`src/hdl/dwsl_pkg.sv`:
```
`timescale 1ns / 1ps
// shared types, codes and constants of the dual wheel speed loop
// no dependencies

package dwsl_pkg;

    // command codes
    localparam logic [1:0] CMD_LEFT_PULSE  = 2'd0;
    localparam logic [1:0] CMD_RIGHT_PULSE = 2'd1;
    localparam logic [1:0] CMD_TICK        = 2'd2;

    // configuration register indexes
    localparam logic [1:0] CFG_TUNING_ENABLED   = 2'd0;
    localparam logic [1:0] CFG_SLOW_COUNT_LIMIT = 2'd1;
    localparam logic [1:0] CFG_MAX_CORRECTION   = 2'd2;

    // configuration reset values
    localparam logic       TUNING_RESET     = 1'b0;
    localparam logic [7:0] SLOW_LIMIT_RESET = 8'd255;
    localparam logic [6:0] MAX_CORR_RESET   = 7'd10;

    // control law constants
    localparam logic [6:0]  SLOW_TARGET_MIN   = 7'd15;
    localparam logic [15:0] SLOW_PULSE_LIMIT  = 16'd15;
    localparam logic [6:0]  MIN_ACTIVE_TARGET = 7'd1;
    localparam logic [6:0]  DUTY_MAX          = 7'd100;
    localparam logic [15:0] PULSE_SAT         = 16'hFFFF;

    // floor(x / 5) as (x * 205) >> 10, exact for x below 1024
    localparam logic [7:0] RECIP_5       = 8'd205;
    localparam int         RECIP_5_SHIFT = 10;

    typedef struct packed {
        logic       pulse;
        logic       tick;
        logic       forward;
        logic       brake;
        logic [6:0] target;
    } t_wheel_cmd;

    typedef struct packed {
        logic [7:0] slow_limit;
        logic [6:0] max_corr;
    } t_loop_cfg;

    typedef struct packed {
        logic [6:0]  duty;
        logic [7:0]  slow;
        logic [7:0]  speed;
        logic [31:0] position;
        logic [31:0] steps;
    } t_wheel_state;

    // floor(3 * target / 5) without a divider
    function automatic logic [6:0] slow_threshold(input logic [6:0] target);
        logic [8:0]  triple;
        logic [16:0] prod;
        triple = {1'b0, target, 1'b0} + {2'b00, target};
        prod   = {8'd0, triple} * {9'd0, RECIP_5};
        return prod[RECIP_5_SHIFT +: 7];
    endfunction

endpackage

```
`src/hdl/dual_wheel_speed_loop.sv`:
```
`timescale 1ns / 1ps
// dual wheel speed loop: an accepted item passes the input register and then the result register before o_valid
// rises; throughput one item per cycle while i_ready is held high
// each item gives one result holding both wheels' state after that item
// synchronous active-low reset clears all counters, duties and positions,
// and loads tuning off, slow count limit 255, max correction 10
// depends on dwsl_pkg and dwsl_wheel

module dual_wheel_speed_loop
    import dwsl_pkg::*;
(
    input  logic               i_clk,
    input  logic               i_rst_n,
    // configuration write port
    input  logic               i_cfg_we,
    input  logic [1:0]         i_cfg_index,
    input  logic [7:0]         i_cfg_data,
    // input channel
    input  logic               i_valid,
    output logic               o_ready,
    input  logic [1:0]         i_command,
    input  logic               i_forward,
    input  logic [6:0]         i_left_target,
    input  logic [6:0]         i_right_target,
    input  logic               i_brake,
    // result channel
    output logic               o_valid,
    input  logic               i_ready,
    output logic [6:0]         o_left_duty,
    output logic [6:0]         o_right_duty,
    output logic [7:0]         o_left_slow_count,
    output logic [7:0]         o_right_slow_count,
    output logic [7:0]         o_left_measured_speed,
    output logic [7:0]         o_right_measured_speed,
    output logic signed [31:0] o_left_position,
    output logic signed [31:0] o_right_position,
    output logic [31:0]        o_left_total_steps,
    output logic [31:0]        o_right_total_steps
);

    // configuration registers
    logic       r_tuning;
    logic [7:0] r_slow_limit;
    logic [6:0] r_max_corr;

    // input register stage
    logic       r_in_valid;
    logic [1:0] r_in_command;
    logic       r_in_forward;
    logic [6:0] r_in_left_target;
    logic [6:0] r_in_right_target;
    logic       r_in_brake;

    // result register stage
    logic         r_out_valid;
    t_wheel_state r_out_left;
    t_wheel_state r_out_right;

    logic         w_advance;
    logic         w_tick;
    t_loop_cfg    w_cfg;
    t_wheel_cmd   w_left_cmd;
    t_wheel_cmd   w_right_cmd;
    t_wheel_state w_left_next;
    t_wheel_state w_right_next;

    // the held item moves on when the result register is empty or being drained
    assign w_advance = r_in_valid && (!r_out_valid || i_ready);
    // the input register takes a new transfer whenever it is empty or empties in the same cycle
    assign o_ready   = !r_in_valid || w_advance;

    // ticks act only while tuning is enabled; command 3 touches nothing
    assign w_tick = (r_in_command == CMD_TICK) && r_tuning;
    assign w_cfg  = '{slow_limit: r_slow_limit, max_corr: r_max_corr};

    assign w_left_cmd = '{pulse: (r_in_command == CMD_LEFT_PULSE), tick: w_tick,
                          forward: r_in_forward, brake: r_in_brake,
                          target: r_in_left_target};
    assign w_right_cmd = '{pulse: (r_in_command == CMD_RIGHT_PULSE), tick: w_tick,
                           forward: r_in_forward, brake: r_in_brake,
                           target: r_in_right_target};

    always_ff @(posedge i_clk) begin
        if (!i_rst_n) begin
            r_tuning     <= TUNING_RESET;
            r_slow_limit <= SLOW_LIMIT_RESET;
            r_max_corr   <= MAX_CORR_RESET;
        end else if (i_cfg_we) begin
            case (i_cfg_index)
                CFG_TUNING_ENABLED:   r_tuning     <= i_cfg_data[0];
                CFG_SLOW_COUNT_LIMIT: r_slow_limit <= i_cfg_data;
                CFG_MAX_CORRECTION:   r_max_corr   <= i_cfg_data[6:0];
                default: ;
            endcase
        end
    end

    // input register: control bit reset, payload loaded on each transfer
    always_ff @(posedge i_clk) begin
        if (!i_rst_n) begin
            r_in_valid <= 1'b0;
        end else if (o_ready) begin
            r_in_valid <= i_valid;
        end
    end

    always_ff @(posedge i_clk) begin
        if (i_valid && o_ready) begin
            r_in_command      <= i_command;
            r_in_forward      <= i_forward;
            r_in_left_target  <= i_left_target;
            r_in_right_target <= i_right_target;
            r_in_brake        <= i_brake;
        end
    end

    dwsl_wheel u_left (
        .i_clk    (i_clk),
        .i_rst_n  (i_rst_n),
        .i_commit (w_advance),
        .i_cmd    (w_left_cmd),
        .i_cfg    (w_cfg),
        .o_next   (w_left_next)
    );

    dwsl_wheel u_right (
        .i_clk    (i_clk),
        .i_rst_n  (i_rst_n),
        .i_commit (w_advance),
        .i_cmd    (w_right_cmd),
        .i_cfg    (w_cfg),
        .o_next   (w_right_next)
    );

    // result register: snapshot of both wheels after the committed item
    always_ff @(posedge i_clk) begin
        if (!i_rst_n) begin
            r_out_valid <= 1'b0;
        end else if (w_advance) begin
            r_out_valid <= 1'b1;
        end else if (i_ready) begin
            r_out_valid <= 1'b0;
        end
    end

    always_ff @(posedge i_clk) begin
        if (w_advance) begin
            r_out_left  <= w_left_next;
            r_out_right <= w_right_next;
        end
    end

    assign o_valid                = r_out_valid;
    assign o_left_duty            = r_out_left.duty;
    assign o_right_duty           = r_out_right.duty;
    assign o_left_slow_count      = r_out_left.slow;
    assign o_right_slow_count     = r_out_right.slow;
    assign o_left_measured_speed  = r_out_left.speed;
    assign o_right_measured_speed = r_out_right.speed;
    assign o_left_position        = $signed(r_out_left.position);
    assign o_right_position       = $signed(r_out_right.position);
    assign o_left_total_steps     = r_out_left.steps;
    assign o_right_total_steps    = r_out_right.steps;

    a_commit_fills_result: assert property (@(posedge i_clk) disable iff (!i_rst_n)
        w_advance |=> r_out_valid)
        else $error("committed item left no result");

    a_stall_holds_item: assert property (@(posedge i_clk) disable iff (!i_rst_n)
        r_out_valid && !i_ready |-> !w_advance)
        else $error("item committed while result stalled");

    a_brake_zeroes: assert property (@(posedge i_clk) disable iff (!i_rst_n)
        w_advance && w_tick && r_in_brake |=>
            r_out_left.duty == 7'd0 && r_out_right.duty == 7'd0)
        else $error("brake tick left a nonzero duty");

endmodule

```
`src/hdl/dwsl_wheel.sv`:
```
`timescale 1ns / 1ps
// one wheel: pulse counting, position, step count and the per tick duty, slow count and speed update
// depends on dwsl_pkg

module dwsl_wheel
    import dwsl_pkg::*;
(
    input  logic         i_clk,
    input  logic         i_rst_n,
    input  logic         i_commit,
    input  t_wheel_cmd   i_cmd,
    input  t_loop_cfg    i_cfg,
    output t_wheel_state o_next
);

    logic [15:0] r_pulses, n_pulses;
    logic [6:0]  r_duty, n_duty;
    logic [7:0]  r_slow, n_slow;
    logic [7:0]  r_speed, n_speed;
    logic [31:0] r_position, n_position;
    logic [31:0] r_steps, n_steps;

    logic [6:0]         w_thresh;
    logic               w_is_slow;
    logic [8:0]         w_slow_inc;
    logic signed [17:0] w_err;
    logic signed [17:0] w_err_capped;
    logic signed [18:0] w_duty_sum;

    assign w_thresh   = slow_threshold(i_cmd.target);
    assign w_is_slow  = (i_cmd.target > SLOW_TARGET_MIN) && (r_pulses < SLOW_PULSE_LIMIT)
                        && (r_pulses < {9'd0, w_thresh});
    assign w_slow_inc = {1'b0, r_slow} + 9'd1;

    assign w_err = $signed({11'd0, i_cmd.target}) - $signed({2'b00, r_pulses});
    assign w_err_capped = (w_err > $signed({11'd0, i_cfg.max_corr}))
                          ? $signed({11'd0, i_cfg.max_corr}) : w_err;
    assign w_duty_sum = $signed({12'd0, r_duty}) + {w_err_capped[17], w_err_capped};

    always_comb begin
        n_pulses   = r_pulses;
        n_duty     = r_duty;
        n_slow     = r_slow;
        n_speed    = r_speed;
        n_position = r_position;
        n_steps    = r_steps;
        if (i_cmd.pulse) begin
            if (r_pulses != PULSE_SAT) begin
                n_pulses = r_pulses + 16'd1;
            end
            n_steps = r_steps + 32'd1;
            if (i_cmd.forward) begin
                n_position = r_position + 32'd1;
            end else begin
                n_position = r_position - 32'd1;
            end
        end else if (i_cmd.tick) begin
            if (w_is_slow) begin
                n_slow = (w_slow_inc > {1'b0, i_cfg.slow_limit}) ? i_cfg.slow_limit
                                                                : w_slow_inc[7:0];
            end else begin
                n_slow = 8'd0;
            end
            if (i_cmd.target > MIN_ACTIVE_TARGET) begin
                n_speed = r_pulses[7:0];
                if (w_duty_sum < 0) begin
                    n_duty = 7'd0;
                end else if (w_duty_sum > $signed({12'd0, DUTY_MAX})) begin
                    n_duty = DUTY_MAX;
                end else begin
                    n_duty = w_duty_sum[6:0];
                end
            end else begin
                n_duty = 7'd0;
            end
            if (i_cmd.brake) begin
                n_duty = 7'd0;
            end
            n_pulses = 16'd0;
        end
    end

    always_ff @(posedge i_clk) begin
        if (!i_rst_n) begin
            r_pulses   <= 16'd0;
            r_duty     <= 7'd0;
            r_slow     <= 8'd0;
            r_speed    <= 8'd0;
            r_position <= 32'd0;
            r_steps    <= 32'd0;
        end else if (i_commit) begin
            r_pulses   <= n_pulses;
            r_duty     <= n_duty;
            r_slow     <= n_slow;
            r_speed    <= n_speed;
            r_position <= n_position;
            r_steps    <= n_steps;
        end
    end

    assign o_next = '{duty: n_duty, slow: n_slow, speed: n_speed,
                      position: n_position, steps: n_steps};

    a_steps_count: assert property (@(posedge i_clk) disable iff (!i_rst_n)
        i_commit && i_cmd.pulse |=> r_steps == $past(r_steps) + 32'd1)
        else $error("step count did not advance on a pulse");

    a_tick_clears: assert property (@(posedge i_clk) disable iff (!i_rst_n)
        i_commit && i_cmd.tick && !i_cmd.pulse |=> r_pulses == 16'd0)
        else $error("pulse count not cleared by a tick");

    a_duty_range: assert property (@(posedge i_clk) disable iff (!i_rst_n)
        r_duty <= DUTY_MAX)
        else $error("duty above full scale");

endmodule
```
`config.mk`:
```
export PLATFORM = sky130hd
export DESIGN_NAME = dual_wheel_speed_loop
export DESIGN_NICKNAME = d
export VERILOG_FILES = /design/src/hdl/dwsl_pkg.sv /design/src/hdl/dual_wheel_speed_loop.sv /design/src/hdl/dwsl_wheel.sv
export SDC_FILE = /design/constraint.sdc
export NUM_CORES = 1
export LEC_CHECK = 0
export BUFFER_PORTS_ARGS = -buffer_cell sky130_fd_sc_hd__buf_4
export CORE_UTILIZATION = 50
export DETAILED_ROUTE_END_ITERATION = 7
export GPL_TIMING_DRIVEN = 0
export PLACE_DENSITY = 0.78
export SYNTH_ARGS = -nofsm -noshare
export SYNTH_HDL_FRONTEND = slang
export SYNTH_SLANG_ARGS = --single-unit
```
`constraint.sdc`:
```
create_clock -name i_clk -period 9.5 [get_ports i_clk]
set_input_delay 1.425 -clock i_clk [delete_from_list [all_inputs] [get_ports i_clk]]
set_output_delay 1.425 -clock i_clk [all_outputs]
set_load 0.02 [all_outputs]
```
==> flow_summary.html, run 1 <==
<table>
<tr><th>Metric</th><th>Value</th></tr>
<tr><th colspan="2">Status</th></tr>
<tr><td>Status</td><td>finished, final reports clean</td></tr>
<tr><th colspan="2">Floorplan</th></tr>
<tr><td>Die Width</td><td>230.6 um</td></tr>
<tr><td>Die area</td><td>~53000 um2</td></tr>
<tr><td>Height of the die</td><td>roughly 230 um</td></tr>
<tr><td>Core Footprint</td><td>51510 um2</td></tr>
<tr><td>Initial Util</td><td>0.5074</td></tr>
<tr><td>Cell Rows</td><td>83</td></tr>
<tr><td>Number of primary I/O pins</td><td>209</td></tr>
<tr><th colspan="2">Critical path</th></tr>
<tr><td>Biggest fanout along the worst timing path</td><td>5</td></tr>
<tr><td>Worst Setup Start Kind</td><td>register</td></tr>
<tr><td>End point of the critical path</td><td>u_left.r_slow[7]</td></tr>
<tr><td>Data arrival at the endpoint of the critical path</td><td>8800 ps</td></tr>
<tr><td>Cell with the biggest individual delay on the critical path</td><td>o41ai_2</td></tr>
<tr><td>Reg-to-reg startpoint</td><td>r_in_left_target[1]</td></tr>
<tr><td>Endpoint class of the critical path</td><td>register</td></tr>
<tr><td>Worst setup path start</td><td>r_in_left_target[1]</td></tr>
<tr><td>WS Path Type</td><td>reg2reg</td></tr>
<tr><td>Worst flop-to-flop path endpoint</td><td>u_left.r_slow[7]</td></tr>
<tr><td>Required time at the worst-slack endpoint</td><td>9990 ps</td></tr>
<tr><td>Slack of the worst reg-to-reg path</td><td>1190 ps</td></tr>
<tr><td>Most repeated library cell on the critical path</td><td>ha_1</td></tr>
<tr><td>Longest individual stage delay on the worst path</td><td>750 ps</td></tr>
<tr><td>Worst reg2reg path depth</td><td>29</td></tr>
<tr><th colspan="2">Final layout</th></tr>
<tr><td>Final net count</td><td>roughly 3400</td></tr>
<tr><td>Fraction of layout cells with a size suffix above 1</td><td>0.1080</td></tr>
<tr><td>Area growth from synthesis to layout</td><td>15.51%</td></tr>
<tr><td>Number of inserted diodes</td><td>0</td></tr>
<tr><td>Most common cell after layout, fill and taps aside</td><td>nand2_1</td></tr>
<tr><td>Non-Filler Cell Area, Final</td><td>slightly above 30000 um2</td></tr>
<tr><td>Total of fill cells in the finished design</td><td>4469</td></tr>
<tr><td>Commonest cells after routing, fill and taps aside</td><td>350 x nand2_1, 264 x ha_1, 258 x nor2_1, 224 x dfxtp_1, 211 x buf_4</td></tr>
<tr><th colspan="2">Power</th></tr>
<tr><td>Post-route total power</td><td>5613 uW</td></tr>
<tr><td>Switching component of the power</td><td>between 1500 and 2000 uW</td></tr>
<tr><td>IR Drop Worst-Case VDD</td><td>between 0.0001 and 0.00015 V</td></tr>
<tr><td>Sequential Power Share</td><td>0.352</td></tr>
<tr><td>Total internal power</td><td>approximately 3800 uW</td></tr>
<tr><td>Relative contribution of the clock network to total power</td><td>0.321</td></tr>
<tr><td>Leakage power of the design</td><td>about 0.013 uW</td></tr>
<tr><td>Power per Cell Area</td><td>approximately 190 nW/um2</td></tr>
<tr><td>Switching share of power</td><td>0.3302</td></tr>
<tr><td>Fraction of power consumed by combinational cells</td><td>0.327</td></tr>
<tr><th colspan="2">Yosys</th></tr>
<tr><td>Average cell area after synthesis</td><td>9.292 um2</td></tr>
<tr><td>Share of the yosys chip area belonging to registers</td><td>0.3921</td></tr>
<tr><td>Flip-flop and latch count after synthesis</td><td>416</td></tr>
<tr><td>Synth Flop Type</td><td>dfxtp_1</td></tr>
<tr><td>Yosys Warn Count</td><td>0</td></tr>
<tr><td>Post-Synthesis Cells</td><td>2813</td></tr>
<tr><td>EDFF count, synth</td><td>between 150 and 200</td></tr>
<tr><td>Synth Net Count</td><td>roughly 3100</td></tr>
<tr><td>Syn Std Cell Area</td><td>26140 um2</td></tr>
<tr><td>Number of distinct library cells after synthesis</td><td>78</td></tr>
<tr><td>Async set or reset register ratio after synthesis</td><td>0</td></tr>
<tr><th colspan="2">Timing</th></tr>
<tr><td>Max-Slew Margin vs Limit</td><td>0.1829</td></tr>
<tr><td>Final period demand of the worst path</td><td>8306 ps</td></tr>
<tr><td>Final worst clock skew</td><td>29.27 ps</td></tr>
<tr><td>Fraction of the cycle the final worst path needs</td><td>0.8743</td></tr>
<tr><td>Final number of hold-violating endpoints</td><td>0</td></tr>
<tr><td>Least-Margin Pin Slew</td><td>1213 ps</td></tr>
<tr><td>RSZ-0062 raised after global routing</td><td>no</td></tr>
<tr><td>Final max-slew violation count</td><td>0</td></tr>
<tr><td>Max Clock Freq</td><td>0.1204 GHz</td></tr>
<tr><td>Worst Slack Setup Final</td><td>1194 ps</td></tr>
<tr><td>Worst hold slack across all endpoints</td><td>between 400 and 500 ps</td></tr>
<tr><td>Number of failing setup endpoints in the final timing report</td><td>0</td></tr>
<tr><td>Total negative setup slack</td><td>0 ps</td></tr>
<tr><th colspan="2">Clock tree</th></tr>
<tr><td>Hold-fix buffer count after cts</td><td>0</td></tr>
<tr><td>TritonCTS Buffers</td><td>46</td></tr>
<tr><td>Number of clock sinks</td><td>roughly 420</td></tr>
<tr><td>CTS root buffer</td><td>clkbuf_16</td></tr>
<tr><td>CTS tree</td><td>done</td></tr>
<tr><td>Clk pin slew, worst setup/hold paths</td><td>60 ps</td></tr>
<tr><td>Worst-Skew Late Latency</td><td>about 600 ps</td></tr>
<tr><td># Post-CTS Setup Buffers</td><td>0</td></tr>
<tr><td>Maximum clock path buffer count</td><td>3</td></tr>
<tr><td>Number of cells upsized or downsized after cts</td><td>0</td></tr>
<tr><td>CTS HTree Levels</td><td>2</td></tr>
<tr><th colspan="2">Routing</th></tr>
<tr><td>First-pass iteration count of the detailed router</td><td>5</td></tr>
<tr><td>Iter 0 DRT Violations</td><td>1659</td></tr>
<tr><td>Wirelength, routed</td><td>66100 um</td></tr>
<tr><td>Antenna Nets Post-Route</td><td>0</td></tr>
<tr><td>DRC violation count after routing</td><td>0</td></tr>
<tr><td>Routed via count</td><td>21229</td></tr>
<tr><td>Routed length per instance</td><td>around 17 um</td></tr>
<tr><td>Via/cell ratio</td><td>about 5.6</td></tr>
<tr><th colspan="2">Min path</th></tr>
<tr><td>HP Class</td><td>reg2reg</td></tr>
<tr><th colspan="2">Global routing</th></tr>
<tr><td>Number of global-route vias before repair</td><td>20024</td></tr>
<tr><td>Global-route wire length before repair</td><td>103800 um</td></tr>
<tr><td>Number of antenna violations at the first check in global routing</td><td>2</td></tr>
<tr><td>Maximum number of pins on one net before global-route repair</td><td>75</td></tr>
<tr><td>Grt total ovfl</td><td>0</td></tr>
<tr><td>Overall track demand over capacity in global routing</td><td>0.2438</td></tr>
<tr><th colspan="2">Job</th></tr>
<tr><td>Number of max-cap violations</td><td>0</td></tr>
<tr><th colspan="2">Placement</th></tr>
<tr><td>Worst slack after detailed placement</td><td>1301 ps</td></tr>
<tr><td>HPWL reported at the end of detailed placement</td><td>49580 um</td></tr>
<tr><td>Number of buffers inserted by port buffering</td><td>208</td></tr>
<tr><td>Final weighted congestion in routability-driven placement</td><td>0.9382</td></tr>
<tr><td>Post-DP Area</td><td>28660 um2</td></tr>
</table>
how the worst min path moves through the flow:
| stage | cells past startpoint | endpoint | from |
|---|---|---|---|
| 2_1_floorplan | 2 | u_left.r_position[10] | u_left.r_position[10] |
| 3_3_place_gp | 2 | u_right.r_position[3] | u_right.r_position[3] |
| 5_1_grt | 2 | u_left.r_position[5] | u_left.r_position[5] |
| 3_5_place_dp | 2 | u_left.r_position[12] | u_left.r_position[12] |
| 4_1_cts | 2 | u_left.r_position[12] | u_left.r_position[12] |
| 6_report | 2 | u_left.r_position[12] | u_left.r_position[12] |
synth_stat cells, drive strengths merged, types with 18 or more instances:
cell type	count	area, um2
a22o	18	157.7
edfxtp	192	5766
a211oi	18	135.1
o21ai	164	820.8
clkbuf	87	326.6
a31oi	21	131.4
and2	21	131.4
and3	36	225.2
nor2b	22	137.6
inv	157	589.3
fa	36	720.7
nand2b	18	112.6
a21oi	132	660.6
xor2	140	1226
xnor2	135	1182
ha	264	3303
a21o	56	420.4
nand3	72	360.4
nor3	65	325.3
dfxtp	224	4484
mux2	20	225.2
nand2	350	1314
or3	23	143.9
nand4	39	244.0
mux2i	23	230.2
o21a	29	217.7
nor2	258	968.4
registers in the layout, indices dropped and copies added (netlist names), 16 cells and up:
register / count
o_left_position: 32
u_right.r_position: 32
u_left.r_position: 32
u_right.r_steps: 32
o_right_position: 32
u_left.r_pulses: 16
u_right.r_pulses: 16
o_left_total_steps: 32
u_left.r_steps: 32
o_right_total_steps: 32
per-stage QoR:
step	std cells	utilization
global placement	3701	0.5543
global route	3792	0.5862
detailed placement	3706	0.5565
CTS	3792	0.5862
floorplan	2813	-
finish	3792	0.5862
power by group through the flow:
| stage | registers (uW) | clock network (uW) | logic [uW] |
|---|---|---|---|
| global placement | 2020 | 0 | 1750 |
| CTS | 1970 | 1840 | 1850 |
| detailed placement | 2010 | 0 | 1820 |
| finish | 1970 | 1800 | 1840 |
| floorplan | 2060 | 0 | 1330 |
| global route | 1980 | 1900 | 2100 |
routing by layer:
layer / vias to the layer above / GRT usage / share of wire
met2: 580 / 0.4030 / 0.47
met5: - / 0 / 0.00035
met4: 4 / 0.07202 / 0.024
met3: 115 / 0.03496 / 0.058
met1: 10059 / 0.3305 / 0.45
li1: 10471 / - / -
area by class of cell:
cell class                 instances  area (um2)  share of cell area
timing repair buffer             213        1652             0.05470
sequential                       416       10250              0.3395
multi-input combinational       2145       14950              0.4951
buffer                            95       372.9             0.01235
clock inverter                    23       251.5            0.008330
tap                              680       850.8             0.02818
inverter                         157       589.3             0.01952
clock buffer                      63        1277             0.04231
worst max-delay path: cells and delay by family, from the launching register on:
family,cells,cell delay [ps]
simple gates,6,1210
compound gates,11,2980
xor+xnor,2,430
flops,1,500
buf+inv,3,330
fa+ha+maj,7,2750
logic make-up after synthesis:
kind of cell	count (synthesis)	synth area share
xor+xnor	276	0.09301
mux	43	0.01742
fa+ha+maj	300	0.1539
simple gates	961	0.1686
buf+inv	252	0.03667
compound gates	565	0.1382
flops	416	0.3921
No activity file was read; power rests on OpenSTA's default activity.
==> run 2: changes to the inputs <==
--- a/config.mk
+++ b/config.mk
@@ -10,6 +10,7 @@
 export DETAILED_ROUTE_END_ITERATION = 7
 export GPL_TIMING_DRIVEN = 0
 export PLACE_DENSITY = 0.78
+export RECOVER_POWER = 100
 export SYNTH_ARGS = -nofsm -noshare
 export SYNTH_HDL_FRONTEND = slang
 export SYNTH_SLANG_ARGS = --single-unit
==> run 2 against run 1 <==
The flow now finishes with violations (max-capacitance violations, max-slew violations). Wire length is 0.15% higher. Register-to-register slack worse by 250 ps. Combinational power is 2% lower. Sequential share of layout area is 0.93 points higher. Non-clock buffer count stayed put. Critical path type unchanged.
==> flow_summary.html, run 2 (synthesized netlist as in run 1, its figures left out) <==
<table>
<tr><th>Metric</th><th>Value</th></tr>
<tr><th colspan="2">Clock tree</th></tr>
<tr><td>CTS root buffer</td><td>clkbuf_16</td></tr>
<tr><td>Number of clock sinks</td><td>416 (unchanged)</td></tr>
<tr><td>Maximum clock path buffer count</td><td>3 (unchanged)</td></tr>
<tr><td>TritonCTS Buffers</td><td>46 (unchanged)</td></tr>
<tr><td>Hold-fix buffer count after cts</td><td>0 (unchanged)</td></tr>
<tr><td>CTS HTree Levels</td><td>2 (unchanged)</td></tr>
<tr><td>Worst-Skew Late Latency</td><td>600 ps (about the same)</td></tr>
<tr><td>Clk pin slew, worst setup/hold paths</td><td>60 ps (about the same)</td></tr>
<tr><td>Number of cells upsized or downsized after cts</td><td>0 (unchanged)</td></tr>
<tr><td>CTS tree</td><td>done</td></tr>
<tr><td># Post-CTS Setup Buffers</td><td>0 (unchanged)</td></tr>
<tr><th colspan="2">Final layout</th></tr>
<tr><td>Commonest cells after routing, fill and taps aside</td><td>350 x nand2_1, 291 x clkbuf_1, 264 x ha_1, 258 x nor2_1, 224 x dfxtp_1</td></tr>
<tr><td>Area growth from synthesis to layout</td><td>12.42%</td></tr>
<tr><td>Total of fill cells in the finished design</td><td>4665 (+4.4%)</td></tr>
<tr><td>Final net count</td><td>3407 (unchanged)</td></tr>
<tr><td>Fraction of layout cells with a size suffix above 1</td><td>0.04113 (-0.06684)</td></tr>
<tr><td>Number of non-filler instances in the completed layout</td><td>3792 (unchanged)</td></tr>
<tr><td>Most common cell after layout, fill and taps aside</td><td>nand2_1</td></tr>
<tr><td>Final design utilization</td><td>0.5705 (-0.01569)</td></tr>
<tr><td>Number of inserted diodes</td><td>0 (unchanged)</td></tr>
<tr><th colspan="2">Global routing</th></tr>
<tr><td>Met1 usage</td><td>0.3305 (unchanged)</td></tr>
<tr><td>Number of antenna violations at the first check in global routing</td><td>2 (unchanged)</td></tr>
<tr><td>Grt peak-use layer</td><td>met2</td></tr>
<tr><td>Global-route wire length before repair</td><td>103800 um (unchanged)</td></tr>
<tr><td>Number of global-route vias before repair</td><td>20024 (unchanged)</td></tr>
<tr><td>Overall track demand over capacity in global routing</td><td>0.2438 (unchanged)</td></tr>
<tr><td>Met2 Use GR</td><td>0.4030 (unchanged)</td></tr>
<tr><td>Maximum number of pins on one net before global-route repair</td><td>75 (unchanged)</td></tr>
<tr><td>Grt total ovfl</td><td>0 (unchanged)</td></tr>
<tr><td>GRT met3 Usage</td><td>0.03496 (unchanged)</td></tr>
<tr><th colspan="2">Routing</th></tr>
<tr><td>Via/cell ratio</td><td>5.597 (about the same)</td></tr>
<tr><td>Iter 0 DRT Violations</td><td>1588 (-4.3%)</td></tr>
<tr><td>Wirelength, routed</td><td>66190 um (+0.15%)</td></tr>
<tr><td>Routed via count</td><td>21222 (-0.033%)</td></tr>
<tr><td>Antenna Nets Post-Route</td><td>0 (unchanged)</td></tr>
<tr><td>DRC violation count after routing</td><td>0 (unchanged)</td></tr>
<tr><td>Routed length per instance</td><td>17.46 um (+0.15%)</td></tr>
<tr><td>First-pass iteration count of the detailed router</td><td>5 (unchanged)</td></tr>
<tr><th colspan="2">Critical path</th></tr>
<tr><td>Cell with the biggest individual delay on the critical path</td><td>nor4b_1</td></tr>
<tr><td>Slack of the worst reg-to-reg path</td><td>940 ps (-250 ps)</td></tr>
<tr><td>WS Path Type</td><td>reg2reg</td></tr>
<tr><td>Most repeated library cell on the critical path</td><td>ha_1</td></tr>
<tr><td>Reg-to-reg startpoint</td><td>r_in_left_target[0]</td></tr>
<tr><td>Critical path depth in cells</td><td>31 (+6.9%)</td></tr>
<tr><td>Worst flop-to-flop path endpoint</td><td>o_left_duty[3]</td></tr>
<tr><td>Longest individual stage delay on the worst path</td><td>1240 ps (+490 ps)</td></tr>
<tr><td>Endpoint class of the critical path</td><td>register</td></tr>
<tr><td>Number of buffer and inverter instances along the worst setup path</td><td>4 (+1)</td></tr>
<tr><td>Biggest fanout along the worst timing path</td><td>10 (+5)</td></tr>
<tr><td>Worst Setup Start Kind</td><td>register</td></tr>
<tr><td>Data arrival at the endpoint of the critical path</td><td>8990 ps (+190 ps)</td></tr>
<tr><td>Required time at the worst-slack endpoint</td><td>9940 ps (-50 ps)</td></tr>
<tr><td>Worst reg2reg path depth</td><td>31 (+6.9%)</td></tr>
<tr><td>Cell type group with the largest total delay on the critical path</td><td>compound AO/OA/AOI/OAI gates</td></tr>
<tr><th colspan="2">Power</th></tr>
<tr><td>Power per Cell Area</td><td>189.8 nW/um2 (+2.1%)</td></tr>
<tr><td>Leakage power of the design</td><td>0.01236 uW (-5.5%)</td></tr>
<tr><td>IR Drop Worst-Case VDD</td><td>0.0001430 V (+0.68%)</td></tr>
<tr><td>Post-route total power</td><td>5576 uW (-0.66%)</td></tr>
<tr><th colspan="2">Timing</th></tr>
<tr><td>Final max-slew violation count</td><td>247 (+247)</td></tr>
<tr><td>Final period demand of the worst path</td><td>8557 ps (+250.9 ps)</td></tr>
<tr><td>Fraction of the cycle the final worst path needs</td><td>0.9007 (+0.02641)</td></tr>
<tr><td>RSZ-0062 raised after global routing</td><td>no</td></tr>
<tr><td>Worst hold slack across all endpoints</td><td>476.3 ps (-1.507 ps)</td></tr>
<tr><td>Total negative setup slack</td><td>0 ps (unchanged)</td></tr>
<tr><td>Final worst clock skew</td><td>30.52 ps (+1.254 ps)</td></tr>
<tr><td>Max Clock Freq</td><td>0.1169 GHz (-2.9%)</td></tr>
<tr><td>Final number of hold-violating endpoints</td><td>0 (unchanged)</td></tr>
<tr><td>Least-Margin Pin Slew</td><td>3683 ps (+2470 ps)</td></tr>
<tr><td>Number of failing setup endpoints in the final timing report</td><td>0 (unchanged)</td></tr>
<tr><td>Max-Slew Margin vs Limit</td><td>-1.455 (-1.638)</td></tr>
<tr><th colspan="2">Floorplan</th></tr>
<tr><td>Die area</td><td>53190 um2 (unchanged)</td></tr>
<tr><td>Initial Util</td><td>0.5074 (unchanged)</td></tr>
<tr><td>Die Width</td><td>230.6 um (unchanged)</td></tr>
<tr><td>Core Footprint</td><td>51510 um2 (unchanged)</td></tr>
<tr><td>Number of primary I/O pins</td><td>209 (unchanged)</td></tr>
<tr><td>Height of the die</td><td>230.6 um (unchanged)</td></tr>
<tr><td>Cell Rows</td><td>83 (unchanged)</td></tr>
<tr><th colspan="2">Status</th></tr>
<tr><td>Status</td><td>finished with violations</td></tr>
<tr><td>Violations in the final reports</td><td>max-capacitance violations, max-slew violations</td></tr>
<tr><th colspan="2">Placement</th></tr>
<tr><td>Number of buffers inserted by port buffering</td><td>208 (unchanged)</td></tr>
<tr><td>HPWL reported at the end of detailed placement</td><td>49580 um (unchanged)</td></tr>
<tr><td>Placed insts</td><td>3706 (unchanged)</td></tr>
<tr><td>Final weighted congestion in routability-driven placement</td><td>0.9382 (unchanged)</td></tr>
<tr><th colspan="2">Min path</th></tr>
<tr><td>Worst Hold Launch</td><td>u_left.r_position[10]</td></tr>
<tr><td>Worst hold path stage count</td><td>2 (unchanged)</td></tr>
<tr><td>Hold endpoint</td><td>u_left.r_position[10]</td></tr>
<tr><td>HP Class</td><td>reg2reg</td></tr>
<tr><th colspan="2">Job</th></tr>
<tr><td>Number of max-cap violations</td><td>7 (+7)</td></tr>
</table>
==> run 2: cell count changes in the layout (fill, tap and decap cells not counted), sizes merged <==
cell | before | now
clkbuf | 150 | 355
buf | 221 | 16
==> run 2: metrics by stage <==
step,cell area (um2),setup WS (ps)
finish,29380,943.4
global route,29380,336.7
detailed placement,28660,1301
global placement,28550,-1122
CTS,30190,1221
floorplan,26140,1819
==> run 2: worst register-to-register path, delay by kind of cell, from the launching register on <==
family | cells | cell delay, ps
xor gates and xnor gates | 2 | 370
buffers and inverters | 4 | 480
adders and majority gates | 6 | 1910
AOI/OAI and AO/OA | 11 | 3140
and+or+nand+nor | 8 | 1980
DFF | 1 | 550
==> run 2: worst max-delay path by stage <==
stage                                    from                     end
after global routing      r_in_left_target[0]          o_left_duty[3]
after detailed placement  r_in_left_target[1]        u_left.r_slow[7]
after CTS                 r_in_left_target[1]        u_left.r_slow[7]
final                     r_in_left_target[0]          o_left_duty[3]
after floorplan                       i_ready          o_left_duty[0]
after global placement                i_ready  o_left_total_steps[26]
==> run 2: cell type report <==
type / instances / area (um2) / share of cell area
plain buffers: 95 / 369.1 / 0.01256
multi-input cells: 2145 / 14900 / 0.5072
clock inverters: 23 / 251.5 / 0.008559
well taps: 680 / 850.8 / 0.02895
clock buffers: 63 / 1277 / 0.04347
repair buffers: 213 / 893.4 / 0.03040
flip-flops and latches: 416 / 10250 / 0.3488
inverters: 157 / 589.3 / 0.02006
==> run 2: power by group <==
part	switching [uW]	internal (uW)	total, uW
logic	1050	749	1800
clock network	768	1040	1800
registers	35.0	1940	1980
total	1850	3730	5580
==> run 2: layer usage <==
layer  wire (um)  up-vias  part of all wire
met5          23        -           0.00035
met4        1550        4             0.023
met2       30790      615              0.47
met3        4226      106             0.064
met1       29600    10034              0.45
li1            -    10463                 -
